File: config.mk
export PLATFORM = sky130hd
export DESIGN_NAME = msfcc_frame_parser
export DESIGN_NICKNAME = d
export VERILOG_FILES = /design/src/sv/msfcc_pkg.sv /design/src/sv/msfcc_frame_parser.sv
export VERILOG_INCLUDE_DIRS = /design/src /design/src/sv
export SDC_FILE = /design/constraint.sdc
export NUM_CORES = 1
export LEC_CHECK = 0
export CAP_MARGIN = 15
export CORE_ASPECT_RATIO = 0.5
export CORE_UTILIZATION = 65
export DETAILED_ROUTE_END_ITERATION = 6
export DONT_BUFFER_PORTS = 1
export GPL_TIMING_DRIVEN = 0
export PLACE_DENSITY = 0.79
export SLEW_MARGIN = 5
export SYNTH_ARGS = -nofsm -noshare
export SYNTH_HDL_FRONTEND = slang
export SYNTH_SLANG_ARGS = --single-unit
File: constraint.sdc
create_clock -name i_clk -period 17.7 [get_ports i_clk]
set_input_delay 4.425 -clock i_clk [delete_from_list [all_inputs] [get_ports i_clk]]
set_output_delay 4.425 -clock i_clk [all_outputs]
set_load 0.01 [all_outputs]
File: src/sv/magic_sync_frame_checksum_checker_macros.svh
// ---------------------------------------------------------------------------
// magic sync frame checksum checker assertion macros
// concurrent assertion wrappers, compiled out when ASSERT_OFF is set
// ---------------------------------------------------------------------------
`ifndef MAGIC_SYNC_FRAME_CHECKSUM_CHECKER_MACROS_SVH
`define MAGIC_SYNC_FRAME_CHECKSUM_CHECKER_MACROS_SVH

`ifndef ASSERT_OFF

// checked only while out of reset
`define MSFCC_ASSERT(label, clk, rst_n, prop) \
    label: assert property (@(posedge clk) disable iff (!rst_n) prop) \
        else $error("msfcc assertion failed");

// checked on every edge, reset included
`define MSFCC_ASSERT_ALWAYS(label, clk, prop) \
    label: assert property (@(posedge clk) prop) \
        else $error("msfcc assertion failed");

`else

`define MSFCC_ASSERT(label, clk, rst_n, prop)
`define MSFCC_ASSERT_ALWAYS(label, clk, prop)

`endif

`endif

File: src/sv/msfcc_pkg.sv
// ---------------------------------------------------------------------------
// msfcc_pkg
// shared types, constants and checksum helpers of the sync frame checker
// ---------------------------------------------------------------------------
`default_nettype none

package msfcc_pkg;

    localparam int unsigned WORD_W  = 32;
    localparam int unsigned BYTE_W  = 8;
    localparam int unsigned COUNT_W = 5;
    localparam int unsigned CFG_IDX_W = 1;

    // register indexes of the configuration port
    localparam logic [CFG_IDX_W-1:0] CFG_SYNC_WORD = 1'd0;
    localparam logic [CFG_IDX_W-1:0] CFG_SEED      = 1'd1;

    localparam logic [WORD_W-1:0] RESET_SYNC_WORD = 32'h3143_5641;
    localparam logic [WORD_W-1:0] RESET_SEED      = 32'hA5A5_1234;

    // frame byte positions
    localparam logic [COUNT_W-1:0] HUNT_FULL   = 5'd3;
    localparam logic [COUNT_W-1:0] SYNC_BYTES  = 5'd4;
    localparam logic [COUNT_W-1:0] VALID_BYTE  = 5'd16;
    localparam logic [COUNT_W-1:0] SUM_BYTES   = 5'd20;
    localparam logic [COUNT_W-1:0] LAST_BYTE   = 5'd23;

    typedef enum logic {
        PH_HUNT,
        PH_FRAME
    } t_phase;

    typedef struct packed {
        logic [WORD_W-1:0] sequence_res;
        logic [WORD_W-1:0] x_velocity_bits;
        logic [WORD_W-1:0] y_velocity_bits;
        logic [BYTE_W-1:0] valid_flag;
        logic [WORD_W-1:0] received_sum;
        logic [WORD_W-1:0] computed_sum;
        logic              sum_ok;
    } t_result;

    function automatic logic [WORD_W-1:0] sum_update(
        input logic [WORD_W-1:0] c,
        input logic [BYTE_W-1:0] b
    );
        return (c << 5) ^ (c >> 2) ^ {{(WORD_W-BYTE_W){1'b0}}, b};
    endfunction

    function automatic logic [WORD_W-1:0] shift_in(
        input logic [WORD_W-1:0] acc,
        input logic [BYTE_W-1:0] b
    );
        return {b, acc[WORD_W-1:BYTE_W]};
    endfunction

    // checksum over the four sync bytes, low byte first
    function automatic logic [WORD_W-1:0] sync_sum(
        input logic [WORD_W-1:0] seed,
        input logic [WORD_W-1:0] word
    );
        logic [WORD_W-1:0] c;
        c = seed;
        for (int k = 0; k < 4; k++) begin
            c = sum_update(c, word[k*BYTE_W +: BYTE_W]);
        end
        return c;
    endfunction

endpackage

`default_nettype wire

File: src/sv/msfcc_frame_parser.sv
// ---------------------------------------------------------------------------
// msfcc_frame_parser
// sync hunt, frame field collection and running checksum, one byte a cycle while i_go is high
// ---------------------------------------------------------------------------
`default_nettype none

`include "magic_sync_frame_checksum_checker_macros.svh"

module msfcc_frame_parser (
    input  wire logic                      i_clk,
    input  wire logic                      i_rst_n,
    input  wire logic                      i_go,
    input  wire logic [7:0]                i_byte,
    input  wire logic [31:0]               i_sync_word,
    input  wire logic [31:0]               i_seed,
    output logic                           o_emit,
    output msfcc_pkg::t_result             o_result
);
    import msfcc_pkg::*;

    t_phase              r_phase, n_phase;
    logic [COUNT_W-1:0]  r_count, n_count;
    logic [23:0]         r_window, n_window;
    logic [WORD_W-1:0]   r_sum, n_sum;
    logic [WORD_W-1:0]   r_seq, n_seq;
    logic [WORD_W-1:0]   r_vx, n_vx;
    logic [WORD_W-1:0]   r_vy, n_vy;
    logic [BYTE_W-1:0]   r_valid_b, n_valid_b;
    logic [WORD_W-1:0]   r_trailer, n_trailer;

    logic [WORD_W-1:0]   w_word;
    logic                w_match;
    logic                w_last;
    logic [WORD_W-1:0]   w_trailer;

    assign w_word    = {i_byte, r_window};
    assign w_match   = (r_count >= HUNT_FULL) && (w_word == i_sync_word);
    assign w_last    = (r_count == LAST_BYTE);
    assign w_trailer = shift_in(r_trailer, i_byte);

    // the held byte closes a frame, whether or not it moves this cycle
    assign o_emit    = (r_phase == PH_FRAME) && w_last;

    // next state
    always_comb begin
        n_phase = r_phase;
        if (i_go) begin
            unique case (r_phase)
                PH_HUNT: begin
                    if (w_match) n_phase = PH_FRAME;
                end
                PH_FRAME: begin
                    if (w_last) n_phase = PH_HUNT;
                end
                default: n_phase = PH_HUNT;
            endcase
        end
    end

    // datapath and result
    always_comb begin
        n_count   = r_count;
        n_window  = r_window;
        n_sum     = r_sum;
        n_seq     = r_seq;
        n_vx      = r_vx;
        n_vy      = r_vy;
        n_valid_b = r_valid_b;
        n_trailer = r_trailer;

        o_result.sequence_res    = r_seq;
        o_result.x_velocity_bits = r_vx;
        o_result.y_velocity_bits = r_vy;
        o_result.valid_flag      = r_valid_b;
        o_result.received_sum    = w_trailer;
        o_result.computed_sum    = r_sum;
        o_result.sum_ok          = (w_trailer == r_sum);

        if (i_go) begin
            unique case (r_phase)
                PH_HUNT: begin
                    if (w_match) begin
                        n_sum    = sync_sum(i_seed, w_word);
                        n_count  = SYNC_BYTES;
                        n_window = '0;
                    end else begin
                        n_window = w_word[WORD_W-1:BYTE_W];
                        if (r_count < HUNT_FULL) n_count = r_count + 5'd1;
                        else                     n_count = HUNT_FULL;
                    end
                end
                PH_FRAME: begin
                    if (r_count < SUM_BYTES) n_sum = sum_update(r_sum, i_byte);
                    priority if (r_count[4:2] == 3'd1) n_seq = shift_in(r_seq, i_byte);
                    else if (r_count[4:2] == 3'd2)     n_vx  = shift_in(r_vx, i_byte);
                    else if (r_count[4:2] == 3'd3)     n_vy  = shift_in(r_vy, i_byte);
                    else if (r_count == VALID_BYTE)    n_valid_b = i_byte;
                    else if (r_count >= SUM_BYTES)     n_trailer = w_trailer;
                    else begin
                    end
                    if (w_last) begin
                        n_count  = '0;
                        n_window = '0;
                    end else begin
                        n_count = r_count + 5'd1;
                    end
                end
                default: begin
                    n_count = '0;
                end
            endcase
        end
    end

    always_ff @(posedge i_clk) begin
        if (!i_rst_n) begin
            r_phase  <= PH_HUNT;
            r_count  <= '0;
            r_window <= '0;
            r_sum    <= RESET_SEED;
        end else begin
            r_phase  <= n_phase;
            r_count  <= n_count;
            r_window <= n_window;
            r_sum    <= n_sum;
        end
    end

    // field accumulators, always rewritten before a result uses them
    always_ff @(posedge i_clk) begin
        r_seq     <= n_seq;
        r_vx      <= n_vx;
        r_vy      <= n_vy;
        r_valid_b <= n_valid_b;
        r_trailer <= n_trailer;
    end

    `MSFCC_ASSERT(a_frame_count_range, i_clk, i_rst_n,
        (r_phase == PH_FRAME) |-> (r_count >= SYNC_BYTES) && (r_count <= LAST_BYTE))
    `MSFCC_ASSERT(a_hunt_count_range, i_clk, i_rst_n,
        (r_phase == PH_HUNT) |-> (r_count <= HUNT_FULL))
    `MSFCC_ASSERT(a_emit_ends_frame, i_clk, i_rst_n,
        (o_emit && i_go) |=> (r_phase == PH_HUNT) && (r_count == 5'd0))

endmodule

`default_nettype wire

==> reports/summary.txt, run 1 <==
Status = completed
Fmax = 103 MHz
Largest net degree at the start of global routing = 33
Final wirelength = 24.7 mm
CTS tree = done
Critical R2R Launch = r_phase
Rows = 28
Most frequent cells in the layout = 128 x edfxtp_1, 95 x xnor2_1, 62 x dfxtp_1
Vias per cell = 6.86
Clk slew on worst S/H paths = 0.07 ns
Iter 0 DRT Violations = 816
Routing usage on met1 = 47.6%
Leakage = 3.07 nW
R2r endpoint = r_vy[21]
Dominant cells by area after synthesis = edfxtp_1 46%, dfxtp_1 15%, xnor2_1 10%
Synth Area in Compound Gates = 8.74%
Worst slew pin tran = 0.981 ns
Routed length per instance = 28.6 um
Crit-path cells = xor2_1 -> nor4_1 -> nand4_1 -> nor2_1
Chip Width = 162 um
Residual DRC = 0
Vias in the first global route = 5491
Chip Height = 81.9 um
Post-route setup TNS = 0 ns
Min-delay worst type = reg -> reg
Final setup vio count = 0
Required time of the critical path = 13.28 ns
GR Util met3 = 14.6%
Area Overhead vs Synth = 10.8%
Top FF cell, synth = edfxtp_1
Slew HR = 34.4%
Number of max-cap violations = 0
Peak VDD IR = 0.0709 mV
Synth async-reset ratio = 0%
Die area = 13200 um2
Clock sinks = 190
Worst-Skew Late Latency = 0.45 ns
Max Slew Vio Count = 0
Cell family with most CP delay = simple AND/OR/NAND/NOR gates
First-pass DRT Iterations = 6
GRT Total Usage = 37.9%
Vias = 5928
Buffers and inverters on the worst path = 0
Crit-path max FO = 10
Initial antenna violation count = 1
Htree depth = 4
Clock Tree Root = clkbuf_16
Crit path capture type = output port
Mapped Cells = 660
Yosys reg bits = 190
Synth Warn # = 0
Worst R2R Path Depth = 5
Hold buffer count at cts = 0
Final nets = 762
Clock skew = 0.0231 ns
Register area share after synthesis = 61.3%
Total grt overflow = 0
Setup Fix Bufs, Post-CTS = 0
Tcrit/Tclk final = 54.9%
Core area = 12100 um2
Number of buffers created by CTS = 17
Crit Path Class = in -> out
Syn avg cell area = 12.6 um2
HP Start = r_vy[31]
Dpl ws = 8.03 ns
Flop2flop setup slack = 14.91 ns
Fillers = 804
Synth Area in Adders = 0.302%
GRT busiest layer = met2
Dominant cell type by area after synthesis = edfxtp_1
Startpoint types = primary input
WHS Path Cells = 0
Total power = 0.967 mW
Post-route setup slack = 7.99 ns
GR Util met2 = 59.4%
Commonest non-fill, non-tap cell in the layout = edfxtp_1
Ratio of cells with drive above 1 in the final layout = 10.6%
Fin crit period = 9.71 ns
Post-CTS sizing = 0
Synth top area share = 46.4%
HPWL after DPL = 16.9 mm
Post-DRT Antenna Nets = 0
Crit path largest cell delay = 0.34 ns
Simple-gate portion of the synthesized area = 9.23%
EDFF count, synth = 128
Slowest CP cell = nor4_1
Mux share of post-synthesis cell area = 0.483%
Power Density = 105 nW/um2
Hold EP = r_vy[23]
Distinct cells, synth = 44
Global-route wire length before repair = 35.1 mm
RSZ-0062 raised after global routing = no
Final Hold Viols = 0
IO Count = 245
Post-Syn Area = 8290 um2
Initial core utilization = 68.4%
Gpl congestion = 0.907
Syn nets = 737
CP arrival = 5.29 ns
Port bufs = 0
Largest family of logic cells by synthesized area = XOR/XNOR gates
Hold_ws = 0.529 ns
XOR/XNOR share of the synthesized area = 17.0%
Clock buffer depth = 2
-- Yosys cell counts, types with 2 or more instances --
library cell,number
a211oi_1,4
a211oi_2,3
a21oi_1,23
a22oi_1,24
a31oi_1,6
and2_1,2
and4_1,2
buf_2,6
buf_4,9
buf_6,4
clkbuf_1,20
dfxtp_1,62
edfxtp_1,128
ha_1,2
inv_1,5
mux2i_1,4
nand2_1,37
nand3_1,18
nand4_1,13
nand4_2,2
nor2_1,45
nor2b_1,2
nor3_1,6
nor3_2,3
nor3b_1,2
nor4_1,13
nor4b_1,2
o211ai_1,11
o21ai_0,34
o21bai_1,2
o32ai_1,2
xnor2_1,95
xnor3_1,3
xor2_1,56
-- state kept, by name, summed over array words and instances, names as in the netlist --
register / cells
r_seq: 32
r_sum: 32
r_vx: 32
r_vy: 32
r_trailer: 24
r_window: 24
r_valid_b: 8
r_count: 5
r_phase: 1
-- kinds of logic (layout without fill, tap and decap cells) --
kind of cell               Yosys count  after routing
AOI/OAI and AO/OA                  112            112
xor gates and xnor gates           155            155
adders and majority gates            2              2
buffers and inverters               46             84
DFF                                190            190
muxes                                4              4
other                                0              1
and+or+nand+nor                    151            151
-- worst register-to-register path, delay by kind of cell, from the launching register on --
kind | cells | cell delay, ns
buffers and inverters | 3 | 0.76
flip-flops | 1 | 0.31
AND/OR/NAND/NOR | 2 | 1.43
-- per-stage QoR --
stage / area, um2 / instances / util (%)
final: 9190 / 864 / 75.8
after global routing: 9190 / 863 / 75.8
after CTS: 9190 / 863 / 75.8
after detailed placement: 8570 / 831 / 70.7
after global placement: 8500 / 825 / 70.1
after floorplan: 8290 / 660 / -
-- layout make-up --
class	instances	area, um2	area share, %
Antenna cell	1	2.50	0.0272
Clock buffer	17	425	4.63
Clock inverter	15	188	2.04
Timing Repair Buffer	6	60.1	0.654
Multi-Input combinational cell	424	2980	32.4
Inverter	6	22.5	0.245
Sequential cell	190	5080	55.3
Tap cell	165	206	2.25
Buffer	40	223	2.42
-- power by group --
group	switching, mW	total, mW	internal [mW]
logic	0.0426	0.0768	0.0343
registers	0.0141	0.489	0.475
clock network	0.197	0.401	0.204
-- worst max-delay path by stage --
stage | from | endpoint | slack (ns) | cells after the start
after CTS | i_byte[5] | o_result[0] | 8.02 | 4
after global routing | i_byte[2] | o_result[0] | 7.92 | 4
after floorplan | i_byte[5] | o_result[0] | 8.18 | 4
after global placement | i_go | r_seq[1] | 7.74 | 3
after detailed placement | i_byte[7] | o_result[0] | 8.03 | 4
final | i_byte[5] | o_result[0] | 7.99 | 4
-- layer usage --
layer,share of wire [%],vias to the layer above
li1,-,2417
met4,3.5,2
met3,15,92
met2,44,543
met1,37,2874
met5,0.045,-
Note: power is estimated with default switching activity, not from simulation.
==> run 2, diff against run 1 <==
CORE_UTILIZATION = 57   (was 65)
PLACE_DENSITY = 0.73   (was 0.79)
clock period = 8.72 ns   (was 17.7 ns; I/O delays follow)
==> run 2 against run 1 <==
Total power grew 100%. Critical path type unchanged. Core utilization down 8.8 points. Non-clock buffer count increased by 1.
==> reports/summary.txt, run 2 (same netlist as run 1, synthesis figures left out) <==
Area Overhead vs Synth = 11.9%
Crit-path max FO = 10 (unchanged)
Startpoint types = primary input
Clock buffer depth = 2 (unchanged)
Number of buffers created by CTS = 17 (unchanged)
Ratio of cells with drive above 1 in the final layout = 10.9% (+0.27 points)
Setup Fix Bufs, Post-CTS = 0 (unchanged)
First-pass DRT Iterations = 5 (-1)
Vias in the first global route = 5145 (-6.3%)
Hold buffer count at cts = 0 (unchanged)
Worst slew pin tran = 0.811 ns (-0.170 ns)
Rows = 30 (+7.1%)
Clock sinks = 190 (unchanged)
Global-route wire length before repair = 32.8 mm (-6.6%)
Vias per cell = 6.13 (-11%)
Clock Tree Root = clkbuf_16
Peak VDD IR = 0.157 mV (+120%)
Required time of the critical path = 6.54 ns (-6.74 ns)
Commonest non-fill, non-tap cell in the layout = edfxtp_1
RSZ-0062 raised after global routing = no
Residual DRC = 0 (unchanged)
Htree depth = 4 (unchanged)
Crit path capture type = output port
Critical Path Start = i_byte[6]
Status = completed
Power Density = 211 nW/um2 (+100%)
Final wirelength = 22.7 mm (-8.2%)
CP arrival = 3.04 ns (-2.25 ns)
WHS Path Cells = 0 (unchanged)
Routed length per instance = 25.4 um (-11%)
Post-CTS sizing = 0 (unchanged)
Die area = 15100 um2 (+14%)
Most frequent cells in the layout = 128 x edfxtp_1, 95 x xnor2_1, 62 x dfxtp_1
Vias = 5459 (-7.9%)
Post-route setup slack = 3.50 ns (-4.49 ns)
Leakage = 3.09 nW (+0.61%)
Gpl congestion = 0.969 (+6.8%)
Clock skew = 0.0147 ns (-0.00840 ns)
Iter 0 DRT Violations = 626 (-23%)
Post-DRT Antenna Nets = 0 (unchanged)
Final setup vio count = 0 (unchanged)
Final nets = 763 (+0.13%)
Chip Height = 87.3 um (+6.6%)
Critical R2R Launch = r_phase
Flop2flop setup slack = 5.91 ns (-9.00 ns)
Post-DP Area = 8640 um2 (+0.82%)
Total grt overflow = 0 (unchanged)
GRT Total Usage = 30.2% (-7.7 points)
Post-route setup TNS = 0 ns (unchanged)
Crit path largest cell delay = 0.34 ns (about the same)
Post-route cell area = 9280 um2 (+0.99%)
CTS tree = done
Max Slew Vio Count = 0 (unchanged)
Slowest CP cell = nor4_1
HP Start = r_vx[27]
Fmax = 192 MHz
Port bufs = 0 (unchanged)
Largest net degree at the start of global routing = 33 (unchanged)
Chip Width = 173 um (+6.7%)
Worst R2R Path Depth = 6 (+1)
Tcrit/Tclk final = 59.8%
Worst-Skew Late Latency = 0.43 ns (-0.02 ns)
HPWL after DPL = 16.6 mm (-1.3%)
Min-delay worst type = reg -> reg
Initial antenna violation count = 0 (-1)
Core area = 13900 um2 (+14%)
Clk slew on worst S/H paths = 0.07 ns (about the same)
Fin crit period = 5.22 ns
Hold_ws = 0.528 ns (-0.000564 ns)
Crit-path cells = xor2_1 -> nor4_1 -> nand4_1 -> nor2_1
Slew HR = 45.9% (+11 points)
Number of max-cap violations = 0 (unchanged)
Dpl ws = 3.49 ns (-4.54 ns)
Final Hold Viols = 0 (unchanged)
Crit Path Class = in -> out
Antenna cells = 0 (-1)
Initial core utilization = 59.9% (-8.5 points)
IO Count = 245 (unchanged)
[run 2: cell type report]
cell class / instances / area [um2]
Clock inverter: 15 / 211
Multi-Input combinational cell: 424 / 2980
Timing Repair Buffer: 7 / 96.3
Clock buffer: 17 / 425
Tap cell: 192 / 240
Sequential cell: 190 / 5080
Buffer: 40 / 223
Inverter: 6 / 22.5
Fill cell: 1012 / 4570
[run 2: metal layers]
layer / vias up / global-route usage [%] / wire [um] / part of all wire (%)
li1: 2427 / - / - / -
met5: - / 0 / 0 / 0
met1: 2685 / 39.0 / 9390 / 41
met3: 16 / 12.8 / 2750 / 12
met2: 331 / 47.4 / 10300 / 45
met4: 0 / 6.90 / 250 / 1.1
[run 2: per-stage QoR]
stage          instances  power [mW]  utilization (%)
6_report             891        1.96             67.0
2_1_floorplan        660        1.12                -
3_3_place_gp         852        1.16             61.6
3_5_place_dp         859        1.16             62.4
5_1_grt              891        2.02             67.0
4_1_cts              891        1.96             67.0
[run 2: worst max-delay path: cells and delay by family]
family,cells,cell delay [ns]
xor+xnor,1,0.13
simple gates,3,0.73
[run 2: power breakdown]
part	total (mW)	switching [mW]	internal, mW
logic	0.154	0.0848	0.0694
registers	0.991	0.0275	0.963
clock network	0.816	0.413	0.403
total	1.96	0.526	1.44
[run 2: final timing paths]
check	endpoint
hold reg to reg	r_vx[19]
setup reg to reg	r_trailer[25]
setup / recovery	o_result[0]
hold / removal	r_vx[19]
==> run 3, diff against run 2 <==
clock period = 4.2 ns   (was 8.72 ns; I/O delays follow)
==> run 3 against run 2 <==
Core utilization is 0.48 points lower. Sequential share of layout area grew 0.39 points. Non-clock buffer count shrank 2. Total power grew 100%. Clock power up 94%. Via count grew 2.0%. Clock skew decreased by 0.0055 ns. Die area unchanged. Wire length shrank 1.7%. Critical path depth stayed put. Flip-flop and latch count unchanged.
==> reports/summary.txt, run 3 (same netlist as run 1, synthesis figures left out) <==
Status = completed
Sw Ratio = 25.5% (-1.3 points)
GRT Total Usage = 30.0% (-0.18 points)
HP Start = r_seq[25]
RSZ-0062 raised after global routing = no
Crit path capture type = flip-flop
Slew HR = 40.8% (-5.1 points)
Dpl ws = 0.767 ns (-2.72 ns)
Area Overhead vs Synth = 11.1%
Clk slew on worst S/H paths = 0.08 ns (about the same)
Fin crit period = 3.02 ns
Largest net degree at the start of global routing = 33 (unchanged)
Tcrit/Tclk final = 71.9%
Worst R2R Path Depth = 6 (unchanged)
Clock sinks = 190 (unchanged)
Final Hold Viols = 0 (unchanged)
Rows = 30 (unchanged)
Required time of the critical path = 4.24 ns (-2.30 ns)
Vias per cell = 6.27 (+2.3%)
Number of buffers created by CTS = 17 (unchanged)
CP arrival = 3.07 ns (+0.03 ns)
Crit Path Class = in -> reg
Routed length per instance = 25.1 um (-1.4%)
Clock Tree Root = clkbuf_16
Logic pwr share = 8.0% (about the same)
Fmax = 331 MHz
Htree depth = 4 (unchanged)
P_int = 2.94 mW (+110%)
Post-CTS sizing = 0 (unchanged)
Initial core utilization = 59.9% (unchanged)
Max Slew Vio Count = 0 (unchanged)
Crit-path max FO = 32 (+22)
Residual DRC = 0 (unchanged)
Final wirelength = 22.3 mm (-1.7%)
Hold buffer count at cts = 0 (unchanged)
Vias = 5570 (+2.0%)
Critical R2R Launch = r_phase
Peak VDD IR = 0.283 mV (+81%)
Post-DP Area = 8620 um2 (-0.23%)
Final setup vio count = 0 (unchanged)
WHS Path Cells = 0 (unchanged)
R2r endpoint = r_trailer[14]
Most frequent cells in the layout = 128 x edfxtp_1, 95 x xnor2_1, 62 x dfxtp_1
Final core occ = 66.5% (-0.48 points)
Core area = 13900 um2 (unchanged)
Post-route cell area = 9220 um2 (-0.71%)
Post-DRT Antenna Nets = 0 (unchanged)
Commonest non-fill, non-tap cell in the layout = edfxtp_1
Leakage = 3.05 nW (-1.1%)
Net switching power figure = 1.01 mW (+92%)
Die area = 15100 um2 (unchanged)
Vias in the first global route = 5131 (-0.27%)
Number of max-cap violations = 0 (unchanged)
Final nets = 761 (-0.26%)
HPWL after DPL = 16.5 mm (-1.1%)
Post-route setup slack = 1.18 ns (-2.32 ns)
Min-delay worst type = reg -> reg
First-pass DRT Iterations = 6 (+1)
Total grt overflow = 0 (unchanged)
CTS tree = done
Ratio of cells with drive above 1 in the final layout = 10.5% (-0.40 points)
Clock skew = 0.00928 ns (-0.00546 ns)
Antenna cells = 0 (unchanged)
Flop pwr share = 52.1% (+1.6 points)
Clock buffer depth = 2 (unchanged)
Total power = 3.95 mW (+100%)
Chip Width = 173 um (unchanged)
Power Density = 429 nW/um2 (+100%)
Setup Fix Bufs, Post-CTS = 0 (unchanged)
Post-route setup TNS = 0 ns (unchanged)
Global-route wire length before repair = 32.5 mm (-0.82%)
Startpoint types = primary input
Flop2flop setup slack = 1.31 ns (-4.60 ns)
Initial antenna violation count = 0 (unchanged)
Chip Height = 87.3 um (unchanged)
Gpl congestion = 0.895 (-7.6%)
Worst-Skew Late Latency = 0.42 ns (about the same)
Port bufs = 0 (unchanged)
Fillers = 1037 (+2.5%)
Hold EP = r_seq[17]
Clock network power share = 39.9% (-1.7 points)
IO Count = 245 (unchanged)
Iter 0 DRT Violations = 618 (-1.3%)
Worst slew pin tran = 0.886 ns (+0.0752 ns)
## run 3: cell count changes in the layout (fill, tap and decap cells not counted), moves of 2 or more
| cell | previous run | this run |
|---|---|---|
| inv_6 | 1 | 3 |
| clkinv_4 | 0 | 2 |
| buf_8 | 1 | 3 |
| buf_4 | 12 | 9 |
| inv_12 | 3 | 0 |
## run 3: critical path, stage by stage
cell,delay (ns)
buf_2,0.17
inv_1,0.17
nor4b_1,0.78
nor2b_4,0.87
## run 3: area by class of cell
type | count | area, um2 | area share [%]
well taps | 192 | 240 | 2.61
flip-flops and latches | 190 | 5080 | 55.2
plain buffers | 40 | 223 | 2.42
multi-input cells | 424 | 2990 | 32.4
repair buffers | 5 | 67.6 | 0.733
clock inverters | 15 | 165 | 1.79
inverters | 6 | 22.5 | 0.244
clock buffers | 17 | 425 | 4.62
## run 3: worst max path at each step
stage | from | endpoint | slack [ns]
global placement | i_go | r_vx[27] | -0.42
global route | i_go | r_vx[26] | 1.02
finish | i_go | r_vx[27] | 1.18
floorplan | i_go | r_seq[0] | 0.53
CTS | i_go | r_vx[27] | 1.21
detailed placement | i_go | r_vx[31] | 0.77
## run 3: metrics by stage
step / hold slack [ns] / instances
global placement: 0.511 / 852
global route: 0.537 / 889
floorplan: 0.499 / 660
finish: 0.523 / 889
CTS: 0.530 / 889
detailed placement: 0.513 / 857
## run 3: power groups by stage
stage / combinational (mW) / clock, mW / sequential [mW]
after floorplan: 0.247 / 0 / 2.08
after global placement: 0.303 / 0 / 2.10
after detailed placement: 0.309 / 0 / 2.10
after CTS: 0.311 / 1.59 / 2.06
after global routing: 0.344 / 1.66 / 2.06
final: 0.317 / 1.58 / 2.06
## run 3: routing by layer
metal | GRT usage, % | vias to the layer above | share of wire [%]
met5 | 0 | - | 0
met1 | 40.7 | 2722 | 41
li1 | - | 2419 | -
met4 | 10.6 | 0 | 2.2
met2 | 44.6 | 388 | 44
met3 | 10.9 | 41 | 13
